### config.mk
export PLATFORM = sky130hd
export DESIGN_NAME = ssi_encoder_read_master_unit
export DESIGN_NICKNAME = d
export VERILOG_FILES = /design/src/rtl/core/ssie_pkg.sv /design/src/rtl/core/ssie_step.sv /design/src/rtl/core/ssi_encoder_read_master_unit.sv
export SDC_FILE = /design/constraint.sdc
export NUM_CORES = 1
export LEC_CHECK = 0
export BUFFER_PORTS_ARGS = -buffer_cell sky130_fd_sc_hd__buf_2
export CORE_ASPECT_RATIO = 0.9
export CORE_UTILIZATION = 45
export CTS_CLUSTER_DIAMETER = 120
export DETAILED_ROUTE_END_ITERATION = 12
export PLACE_DENSITY_LB_ADDON = 0.15
export RECOVER_POWER = 50
export SYNTH_ARGS = -nofsm -noshare
export SYNTH_HDL_FRONTEND = slang
export SYNTH_SLANG_ARGS = --single-unit
### constraint.sdc
create_clock -name i_clk -period 5.3 [get_ports i_clk]
set_input_delay 0.265 -clock i_clk [delete_from_list [all_inputs] [get_ports i_clk]]
set_output_delay 0.265 -clock i_clk [all_outputs]
set_load 0.01 [all_outputs]
### src/rtl/core/ssie_pkg.sv
`default_nettype none
package ssie_pkg;

    // sequencer phases, one-hot
    typedef enum logic [15:0] {
        PH_IDLE      = 16'h0001,
        PH_PRE_W1    = 16'h0002,
        PH_PRE_LOW1  = 16'h0004,
        PH_PRE_W2    = 16'h0008,
        PH_PRE_HIGH2 = 16'h0010,
        PH_PRE_W3    = 16'h0020,
        PH_PRE_LOW2  = 16'h0040,
        PH_POLL      = 16'h0080,
        PH_LEAD_HIGH = 16'h0100,
        PH_LEAD_W    = 16'h0200,
        PH_BIT_LOW   = 16'h0400,
        PH_LOW_W     = 16'h0800,
        PH_SAMPLE    = 16'h1000,
        PH_SAMP_W    = 16'h2000,
        PH_BIT_HIGH  = 16'h4000,
        PH_HIGH_W    = 16'h8000
    } t_phase;

    // configuration register indexes
    localparam logic [7:0] CFG_PREAMBLE_DELAY   = 8'd0;
    localparam logic [7:0] CFG_BIT_DELAY        = 8'd1;
    localparam logic [7:0] CFG_FRAME_BITS       = 8'd2;
    localparam logic [7:0] CFG_START_POLL_LIMIT = 8'd3;

    localparam logic [15:0] RST_PREAMBLE_DELAY   = 16'd2;
    localparam logic [15:0] RST_BIT_DELAY        = 16'd0;
    localparam logic [5:0]  RST_FRAME_BITS       = 6'd19;
    localparam logic [7:0]  RST_START_POLL_LIMIT = 8'd100;

    typedef struct packed {
        logic [15:0] preamble_delay;
        logic [15:0] bit_delay;
        logic [5:0]  frame_bits;
        logic [7:0]  start_poll_limit;
    } t_cfg;

    // sequencer control state (shift word travels separately, its width is a parameter)
    typedef struct packed {
        t_phase      phase;
        logic [15:0] wait_count;
        logic [7:0]  poll_count;
        logic [5:0]  bits_left;
        logic        clock_level;
    } t_state;

endpackage
`default_nettype wire

### src/rtl/core/ssie_step.sv
`default_nettype none
// One tick of the read sequencer: current state plus one input word in,
// next state and done flag out.
module ssie_step #(
    parameter int WORD_BITS = 32
) (
    input  wire ssie_pkg::t_state  i_state,
    input  wire [WORD_BITS-1:0]    i_shift,
    input  wire ssie_pkg::t_cfg    i_cfg,
    input  wire                    i_start,
    input  wire                    i_data,
    output ssie_pkg::t_state       o_state,
    output logic [WORD_BITS-1:0]   o_shift,
    output logic                   o_done
);

    logic [15:0] w_wait_dec;
    logic [7:0]  w_poll_inc;
    logic [5:0]  w_bits_dec;

    assign w_wait_dec = (i_state.wait_count != 16'd0) ? i_state.wait_count - 16'd1
                                                       : i_state.wait_count;
    assign w_poll_inc = i_state.poll_count + 8'd1;
    assign w_bits_dec = (i_state.bits_left != 6'd0) ? i_state.bits_left - 6'd1
                                                     : i_state.bits_left;

    always_comb begin
        o_state = i_state;
        o_shift = i_shift;
        o_done  = 1'b0;
        unique case (i_state.phase)
            ssie_pkg::PH_IDLE: begin
                if (i_start) begin
                    o_state.clock_level = 1'b1;
                    o_shift             = '0;
                    o_state.poll_count  = 8'd0;
                    o_state.bits_left   = (i_cfg.frame_bits == 6'd0) ? 6'd1 : i_cfg.frame_bits;
                    if (i_cfg.preamble_delay == 16'd0) begin
                        o_state.phase = ssie_pkg::PH_PRE_LOW1;
                    end else begin
                        o_state.phase      = ssie_pkg::PH_PRE_W1;
                        o_state.wait_count = i_cfg.preamble_delay;
                    end
                end
            end
            ssie_pkg::PH_PRE_W1, ssie_pkg::PH_PRE_W2, ssie_pkg::PH_PRE_W3,
            ssie_pkg::PH_LEAD_W, ssie_pkg::PH_LOW_W, ssie_pkg::PH_SAMP_W,
            ssie_pkg::PH_HIGH_W: begin
                o_state.wait_count = w_wait_dec;
                if (w_wait_dec == 16'd0) begin
                    unique case (i_state.phase)
                        ssie_pkg::PH_PRE_W1: o_state.phase = ssie_pkg::PH_PRE_LOW1;
                        ssie_pkg::PH_PRE_W2: o_state.phase = ssie_pkg::PH_PRE_HIGH2;
                        ssie_pkg::PH_PRE_W3: o_state.phase = ssie_pkg::PH_PRE_LOW2;
                        ssie_pkg::PH_LEAD_W: o_state.phase = ssie_pkg::PH_BIT_LOW;
                        ssie_pkg::PH_LOW_W:  o_state.phase = ssie_pkg::PH_SAMPLE;
                        ssie_pkg::PH_SAMP_W: o_state.phase = ssie_pkg::PH_BIT_HIGH;
                        default: begin
                            if (i_state.bits_left == 6'd0) begin
                                o_state.phase = ssie_pkg::PH_IDLE;
                                o_done        = 1'b1;
                            end else begin
                                o_state.phase = ssie_pkg::PH_BIT_LOW;
                            end
                        end
                    endcase
                end
            end
            ssie_pkg::PH_PRE_LOW1: begin
                o_state.clock_level = 1'b0;
                if (i_cfg.preamble_delay == 16'd0) begin
                    o_state.phase = ssie_pkg::PH_PRE_HIGH2;
                end else begin
                    o_state.phase      = ssie_pkg::PH_PRE_W2;
                    o_state.wait_count = i_cfg.preamble_delay;
                end
            end
            ssie_pkg::PH_PRE_HIGH2: begin
                o_state.clock_level = 1'b1;
                if (i_cfg.preamble_delay == 16'd0) begin
                    o_state.phase = ssie_pkg::PH_PRE_LOW2;
                end else begin
                    o_state.phase      = ssie_pkg::PH_PRE_W3;
                    o_state.wait_count = i_cfg.preamble_delay;
                end
            end
            ssie_pkg::PH_PRE_LOW2: begin
                o_state.clock_level = 1'b0;
                o_state.poll_count  = 8'd0;
                o_state.phase = (i_cfg.start_poll_limit == 8'd0) ? ssie_pkg::PH_LEAD_HIGH
                                                                 : ssie_pkg::PH_POLL;
            end
            ssie_pkg::PH_POLL: begin
                o_state.poll_count = w_poll_inc;
                // start bit seen, limit hit, or counter wrapped
                if (!i_data || w_poll_inc >= i_cfg.start_poll_limit || w_poll_inc == 8'd0) begin
                    o_state.phase = ssie_pkg::PH_LEAD_HIGH;
                end
            end
            ssie_pkg::PH_LEAD_HIGH: begin
                o_state.clock_level = 1'b1;
                if (i_cfg.preamble_delay == 16'd0) begin
                    o_state.phase = ssie_pkg::PH_BIT_LOW;
                end else begin
                    o_state.phase      = ssie_pkg::PH_LEAD_W;
                    o_state.wait_count = i_cfg.preamble_delay;
                end
            end
            ssie_pkg::PH_BIT_LOW: begin
                o_state.clock_level = 1'b0;
                if (i_cfg.bit_delay == 16'd0) begin
                    o_state.phase = ssie_pkg::PH_SAMPLE;
                end else begin
                    o_state.phase      = ssie_pkg::PH_LOW_W;
                    o_state.wait_count = i_cfg.bit_delay;
                end
            end
            ssie_pkg::PH_SAMPLE: begin
                o_shift = {i_shift[WORD_BITS-2:0], i_data};
                if (i_cfg.bit_delay == 16'd0) begin
                    o_state.phase = ssie_pkg::PH_BIT_HIGH;
                end else begin
                    o_state.phase      = ssie_pkg::PH_SAMP_W;
                    o_state.wait_count = i_cfg.bit_delay;
                end
            end
            ssie_pkg::PH_BIT_HIGH: begin
                o_state.clock_level = 1'b1;
                o_state.bits_left   = w_bits_dec;
                if (w_bits_dec == 6'd0 && i_cfg.bit_delay == 16'd0) begin
                    o_state.phase = ssie_pkg::PH_IDLE;
                    o_done        = 1'b1;
                end else if (i_cfg.bit_delay == 16'd0) begin
                    o_state.phase = ssie_pkg::PH_BIT_LOW;
                end else begin
                    o_state.phase      = ssie_pkg::PH_HIGH_W;
                    o_state.wait_count = i_cfg.bit_delay;
                end
            end
            default: begin
                o_state.phase = ssie_pkg::PH_IDLE;
            end
        endcase
    end

endmodule
`default_nettype wire

### src/rtl/core/ssi_encoder_read_master_unit.sv
// SSI absolute encoder read master, one input word per serial-line tick.
// Path: an accepted input word passes through the input register, then the
// result register; both hold while the output side stalls.
// Throughput: one word per cycle unless the output side stalls; the tick step is a single pass of logic.
// Reset (synchronous, active low): sequencer idle, sequencer clock level high,
// registers back to their defaults, both word registers empty.
`default_nettype none
module ssi_encoder_read_master_unit #(
    parameter int WORD_BITS = 32
) (
    input  wire         i_clk,
    input  wire         i_rst_n,
    // tick words in
    input  wire         i_in_valid,
    output logic        o_in_ready,
    input  wire         i_start_req,
    input  wire         i_data_in,
    // result words out
    output logic        o_out_valid,
    input  wire         i_out_ready,
    output logic        o_clock_out,
    output logic        o_busy_res,
    output logic        o_done_res,
    output logic [31:0] o_position,
    // configuration writes
    input  wire         i_cfg_valid,
    output logic        o_cfg_ready,
    input  wire  [7:0]  i_cfg_index,
    input  wire  [15:0] i_cfg_data
);

    // ---------------------------------------------------------------
    // Configuration registers. Writes are always taken; unknown
    // indexes are dropped.
    // ---------------------------------------------------------------
    ssie_pkg::t_cfg r_cfg;

    assign o_cfg_ready = 1'b1;

    always_ff @(posedge i_clk) begin
        if (!i_rst_n) begin
            r_cfg.preamble_delay   <= ssie_pkg::RST_PREAMBLE_DELAY;
            r_cfg.bit_delay        <= ssie_pkg::RST_BIT_DELAY;
            r_cfg.frame_bits       <= ssie_pkg::RST_FRAME_BITS;
            r_cfg.start_poll_limit <= ssie_pkg::RST_START_POLL_LIMIT;
        end else if (i_cfg_valid) begin
            unique case (i_cfg_index)
                ssie_pkg::CFG_PREAMBLE_DELAY:   r_cfg.preamble_delay   <= i_cfg_data;
                ssie_pkg::CFG_BIT_DELAY:        r_cfg.bit_delay        <= i_cfg_data;
                ssie_pkg::CFG_FRAME_BITS:       r_cfg.frame_bits       <= i_cfg_data[5:0];
                ssie_pkg::CFG_START_POLL_LIMIT: r_cfg.start_poll_limit <= i_cfg_data[7:0];
                default: ;
            endcase
        end
    end

    // ---------------------------------------------------------------
    // Input register. It advances whenever the result register is
    // empty or being drained, so a word enters every cycle unless the
    // output side stalls.
    // ---------------------------------------------------------------
    logic r_in_valid;
    logic r_in_start;
    logic r_in_data;
    logic w_adv;

    assign w_adv      = r_in_valid && (!o_out_valid || i_out_ready);
    assign o_in_ready = !r_in_valid || w_adv;

    always_ff @(posedge i_clk) begin
        if (!i_rst_n) begin
            r_in_valid <= 1'b0;
        end else if (o_in_ready) begin
            r_in_valid <= i_in_valid;
        end
    end

    always_ff @(posedge i_clk) begin
        if (o_in_ready && i_in_valid) begin
            r_in_start <= i_start_req;
            r_in_data  <= i_data_in;
        end
    end

    // ---------------------------------------------------------------
    // Sequencer state, updated once per processed tick word.
    // ---------------------------------------------------------------
    ssie_pkg::t_state       r_state;
    ssie_pkg::t_state       n_state;
    logic [WORD_BITS-1:0]   r_shift;
    logic [WORD_BITS-1:0]   n_shift;
    logic                   w_done;
    logic [63:0]            w_shift_ext;

    ssie_step #(
        .WORD_BITS (WORD_BITS)
    ) u_step (
        .i_state (r_state),
        .i_shift (r_shift),
        .i_cfg   (r_cfg),
        .i_start (r_in_start),
        .i_data  (r_in_data),
        .o_state (n_state),
        .o_shift (n_shift),
        .o_done  (w_done)
    );

    always_ff @(posedge i_clk) begin
        if (!i_rst_n) begin
            r_state.phase       <= ssie_pkg::PH_IDLE;
            r_state.wait_count  <= 16'd0;
            r_state.poll_count  <= 8'd0;
            r_state.bits_left   <= 6'd0;
            r_state.clock_level <= 1'b1;    // clock idles high
            r_shift             <= '0;
        end else if (w_adv) begin
            r_state <= n_state;
            r_shift <= n_shift;
        end
    end

    // position shows the low 32 bits of the shift word, zero-extended if narrower
    assign w_shift_ext = 64'(n_shift);

    // ---------------------------------------------------------------
    // Result register
    // ---------------------------------------------------------------
    always_ff @(posedge i_clk) begin
        if (!i_rst_n) begin
            o_out_valid <= 1'b0;
        end else if (w_adv) begin
            o_out_valid <= 1'b1;
        end else if (i_out_ready) begin
            o_out_valid <= 1'b0;
        end
    end

    always_ff @(posedge i_clk) begin
        if (w_adv) begin
            o_clock_out <= n_state.clock_level;
            o_busy_res  <= (n_state.phase != ssie_pkg::PH_IDLE);
            o_done_res  <= w_done;
            o_position  <= w_done ? w_shift_ext[31:0] : 32'd0;
        end
    end

endmodule
`default_nettype wire

==> results summary <==
For this design the total switching power over the nets is 0.0006942 W. The total of hold buffers inserted after clock tree synthesis is 2. The final instance area is roughly 9700 µm². The worst min-delay path startpoint is i_in_valid. The synthesized area is about 8600 µm². The flow ran to the end, but the final reports show violations. The worst register-to-register path ends at o_busy_res$_DFFE_PP_.

The cell sitting at the root of the clock tree is a sky130_fd_sc_hd__clkbuf_16. In this run the worst setup path terminates at o_busy_res$_DFFE_PP_. The post-synthesis instance total came out at about 940. For flop-to-flop paths, the worst setup slack is 1.79 ns. At the later pin of the worst-skew pair, clock insertion delay measures ~0.42 ns. The share of total power dissipated in sequential elements is 0.460. Setup violations remaining at the end of the flow were counted as 0. The required time at the worst-slack endpoint came out at 5.45 ns. The first-pass GRT wire length is 36690 µm.

The count of vias placed by the detailed router is between 7000 and 8000. The final weighted congestion in routability-driven placement is ~0.93. The final worst-path cycle share is 0.6619.

The count of TritonRoute iterations in the first routing pass came out at 5. Buffers placed on the I/O ports in this run total 67. The synthesis warning total is 0. The areal power density over the cells came out at between 200 and 300 nW/µm².

The synthesized design contains 37 enable-type register cells. The maximum net fanout on the critical path came out at 12. In the routed design, unresolved DRC markers number 0. The net switching fraction of the power came out at 0.2408. The leakage power total is about 3.5 nW. The worst hold slack is between 0.08 and 0.09 ns.

Clock-pin slew was measured on the worst setup and hold paths at roughly 0.06 ns. The cell with the most instances after synthesis is sky130_fd_sc_hd__dfxtp_1. The worst-case vdd ir drop came out at roughly 0.00021 V. The number of setup buffers added after CTS came out at 0. STA classifies the critical path endpoint as a flip-flop.

The post-cts gate resize count came out at 0. The clock period could shrink to between 3 and 4 ns. In this run, the number of DRC markers left after iteration 0 of detailed routing was ~610.

The share of total power dissipated in combinational logic is 0.092. The final setup skew is between 0.01 and 0.015 ns. TritonCTS built the clock tree.

The checks that failed: capacitance limit, slew limit. The critical path arrival is 3.66 ns. The clock share of power came out at 0.448. The number of top-level design ports came out at between 60 and 70. The area share of the largest cell type after synthesis is 0.2940. From synthesis to final layout, the design area changed by 11.81%. The worst register-to-register path begins at r_state[15]$_SDFFE_PN0P_. The internal power consumption is around 0.0022 W. The die covers approximately 20000 µm². Each instance of the synthesized netlist takes up on average slightly above 9 µm². The number of nets handed over by synthesis was just under 1000. From bottom edge to top edge, the die measures 133.5 µm.

The tool flagged a number of max-cap violations equal to 1. Tracing the worst setup path back leads to its startpoint at r_state[15]$_SDFFE_PN0P_. The area of the core is roughly 19000 µm².

The min-delay analysis places its worst path in the category primary input to flip-flop. In this run the core area contains 47 standard-cell rows. In this run the cell area measured after placement is between 9000 and 10000 µm². The biggest area contributor in the post-synthesis netlist is sky130_fd_sc_hd__dfxtp_1. The die width is 148.1 µm. The unique cell type count in the Yosys netlist is 80. For this run, the leading register cell type out of synthesis is sky130_fd_sc_hd__dfxtp_1. The initial core utilization is 0.4654.

Total power for the finished layout comes to around 0.0029 W. In this run the number of H-tree levels came out at 4. For this run, the post-layout net count is between 1000 and 1500.

The number of buffers created by CTS is 17. Setup total negative slack on the finished layout was measured at 0 ns. For the worst flop-to-flop path, the logic depth is 9. The number of global-route vias before repair came out at around 6700.

Yosys attributes the largest share of cell area to sky130_fd_sc_hd__dfxtp_1 (29%), sky130_fd_sc_hd__edfxtp_1 (13%), sky130_fd_sc_hd__nor2b_1 (6.0%). The slew at the pin closest to its max-slew limit is roughly 1.8 ns. The post-synthesis register bit count is around 160. The post-synthesis sequential area ratio came out at 0.4225.

The number of antenna diodes in the final layout is 0. The worst setup path is of the flip-flop to flip-flop kind. The clock net in this run drives a total of around 160 sinks. The initial antenna violation count was 0. The ratio of cells with drive above 1 in the final layout came out at 0.09918. The total half-perimeter wirelength after legalization and detailed placement is between 15000 and 20000 µm. The tightest slew margin relative to the limit is -0.1962. The remaining antenna violation count is 0.

The sort of element at the start of the critical path is a flip-flop. By count the netlist is led by sky130_fd_sc_hd__dfxtp_1 (127), sky130_fd_sc_hd__nor2b_1 (83), sky130_fd_sc_hd__a22oi_1 (69). Global routing finished with a remaining overflow of 0. In the synthesized netlist the async set-or-reset flop fraction comes to 0.

The wire length per cell is between 15 and 20 µm. The final hold violation count came out at 0. In this run the deepest clock path goes through 2 buffers. The average via count per standard cell is about 6.0. The final wirelength came out at between 20000 and 25000 µm. Setup repair after global routing left no endpoint under its margin. The number of pins with negative max-slew slack in the final report came out at 50. The total global-route track usage came out at 0.2352. Entering global routing, the biggest net connects 56 pins.

The peak clock frequency supported by timing is 285.1 MHz.
[worst min-delay path by stage]
stage	to	slack [ns]	cells after the start
finish	r_in_valid$_SDFFE_PN0N_	0.09	3
global route	r_in_valid$_SDFFE_PN0N_	0.10	3
CTS	r_in_valid$_SDFFE_PN0N_	0.07	3
detailed placement	r_in_start$_DFFE_PP_	0.45	1
global placement	r_in_start$_DFFE_PP_	0.45	1
floorplan	r_in_data$_DFFE_PP_	0.36	0
[flip-flops by register name, indices dropped and copies added (netlist names), 32 cells and up]
signal	flops
r_shift	32
o_position	32
r_state	47
r_cfg	46
[through the flow]
| stage | cells | worst slack (ns) | util |
|---|---|---|---|
| detailed placement | 1190 | 1.824 | 0.4895 |
| global placement | 1190 | 1.722 | 0.4895 |
| finish | 1223 | 1.792 | 0.5203 |
| CTS | 1223 | 1.806 | 0.5236 |
| global route | 1223 | 1.459 | 0.5203 |
| floorplan | 938 | 2.517 | - |
[cell usage in the layout, fill, tap and decap left out, drive strengths merged, types with 4 or more instances in the layout]
master   instances
dfxtp          127
nor2b           83
a22oi           69
nor2            69
clkbuf          64
mux2i           48
nand2           40
buf             39
edfxtp          37
nor3            35
a21oi           33
nor4            32
o21ai           31
nand3           28
inv             23
nand4           16
ha              13
o2bb2ai         12
and3            11
a31oi           10
xor2             9
a221oi           9
o211a            9
or4              8
nor4b            7
o211ai           7
or3              7
nand4b           6
a21o             6
xnor2            5
o21a             5
nand2b           4
nor3b            4
nand3b           4
[power by group through the flow]
stage	Clock [W]	Sequential (W)	Combinational, W
2_1_floorplan	0	0.00135	0.000182
3_3_place_gp	0	0.00135	0.000267
3_5_place_dp	0	0.00135	0.000264
4_1_cts	0.00132	0.00132	0.000266
5_1_grt	0.00136	0.00133	0.000291
6_report	0.00129	0.00133	0.000266
[critical path: stages, from the launching register on]
cell,delay [ns]
sky130_fd_sc_hd__dfxtp_1,0.40
sky130_fd_sc_hd__inv_1,0.09
sky130_fd_sc_hd__ha_1,0.39
sky130_fd_sc_hd__or3b_2,0.50
sky130_fd_sc_hd__nor3_1,0.24
sky130_fd_sc_hd__nand2_1,0.14
sky130_fd_sc_hd__a2111oi_0,0.39
sky130_fd_sc_hd__o2111ai_1,0.54
sky130_fd_sc_hd__nor3_1,0.44
sky130_fd_sc_hd__nor2_1,0.10
[layout make-up]
class,count,area (µm²)
Multi-Input combinational cell,681,4627
Sequential cell,164,3654
Inverter,21,78.83
Fill cell,1798,8914
Timing Repair Buffer,81,390.4
Tap cell,245,306.5
Clock buffer,24,493.0
Clock inverter,7,120.1
[cells by family after synthesis]
| family | Yosys count | synth area share |
|---|---|---|
| flops | 164 | 0.4225 |
| simple gates | 368 | 0.2439 |
| other cells | 1 | 0.0004336 |
| xor+xnor | 14 | 0.01418 |
| fa+ha+maj | 13 | 0.01881 |
| buf+inv | 93 | 0.04355 |
| compound gates | 235 | 0.1985 |
| mux | 50 | 0.05816 |
[layer usage]
layer	wire length [µm]	vias up	GRT usage
li1	-	3603	-
met1	11530	3500	0.3754
met2	9228	248	0.3224
met3	1416	22	0.03801
met4	249	0	0.05727
met5	0	-	0
Power figures use the tool's default switching activity.
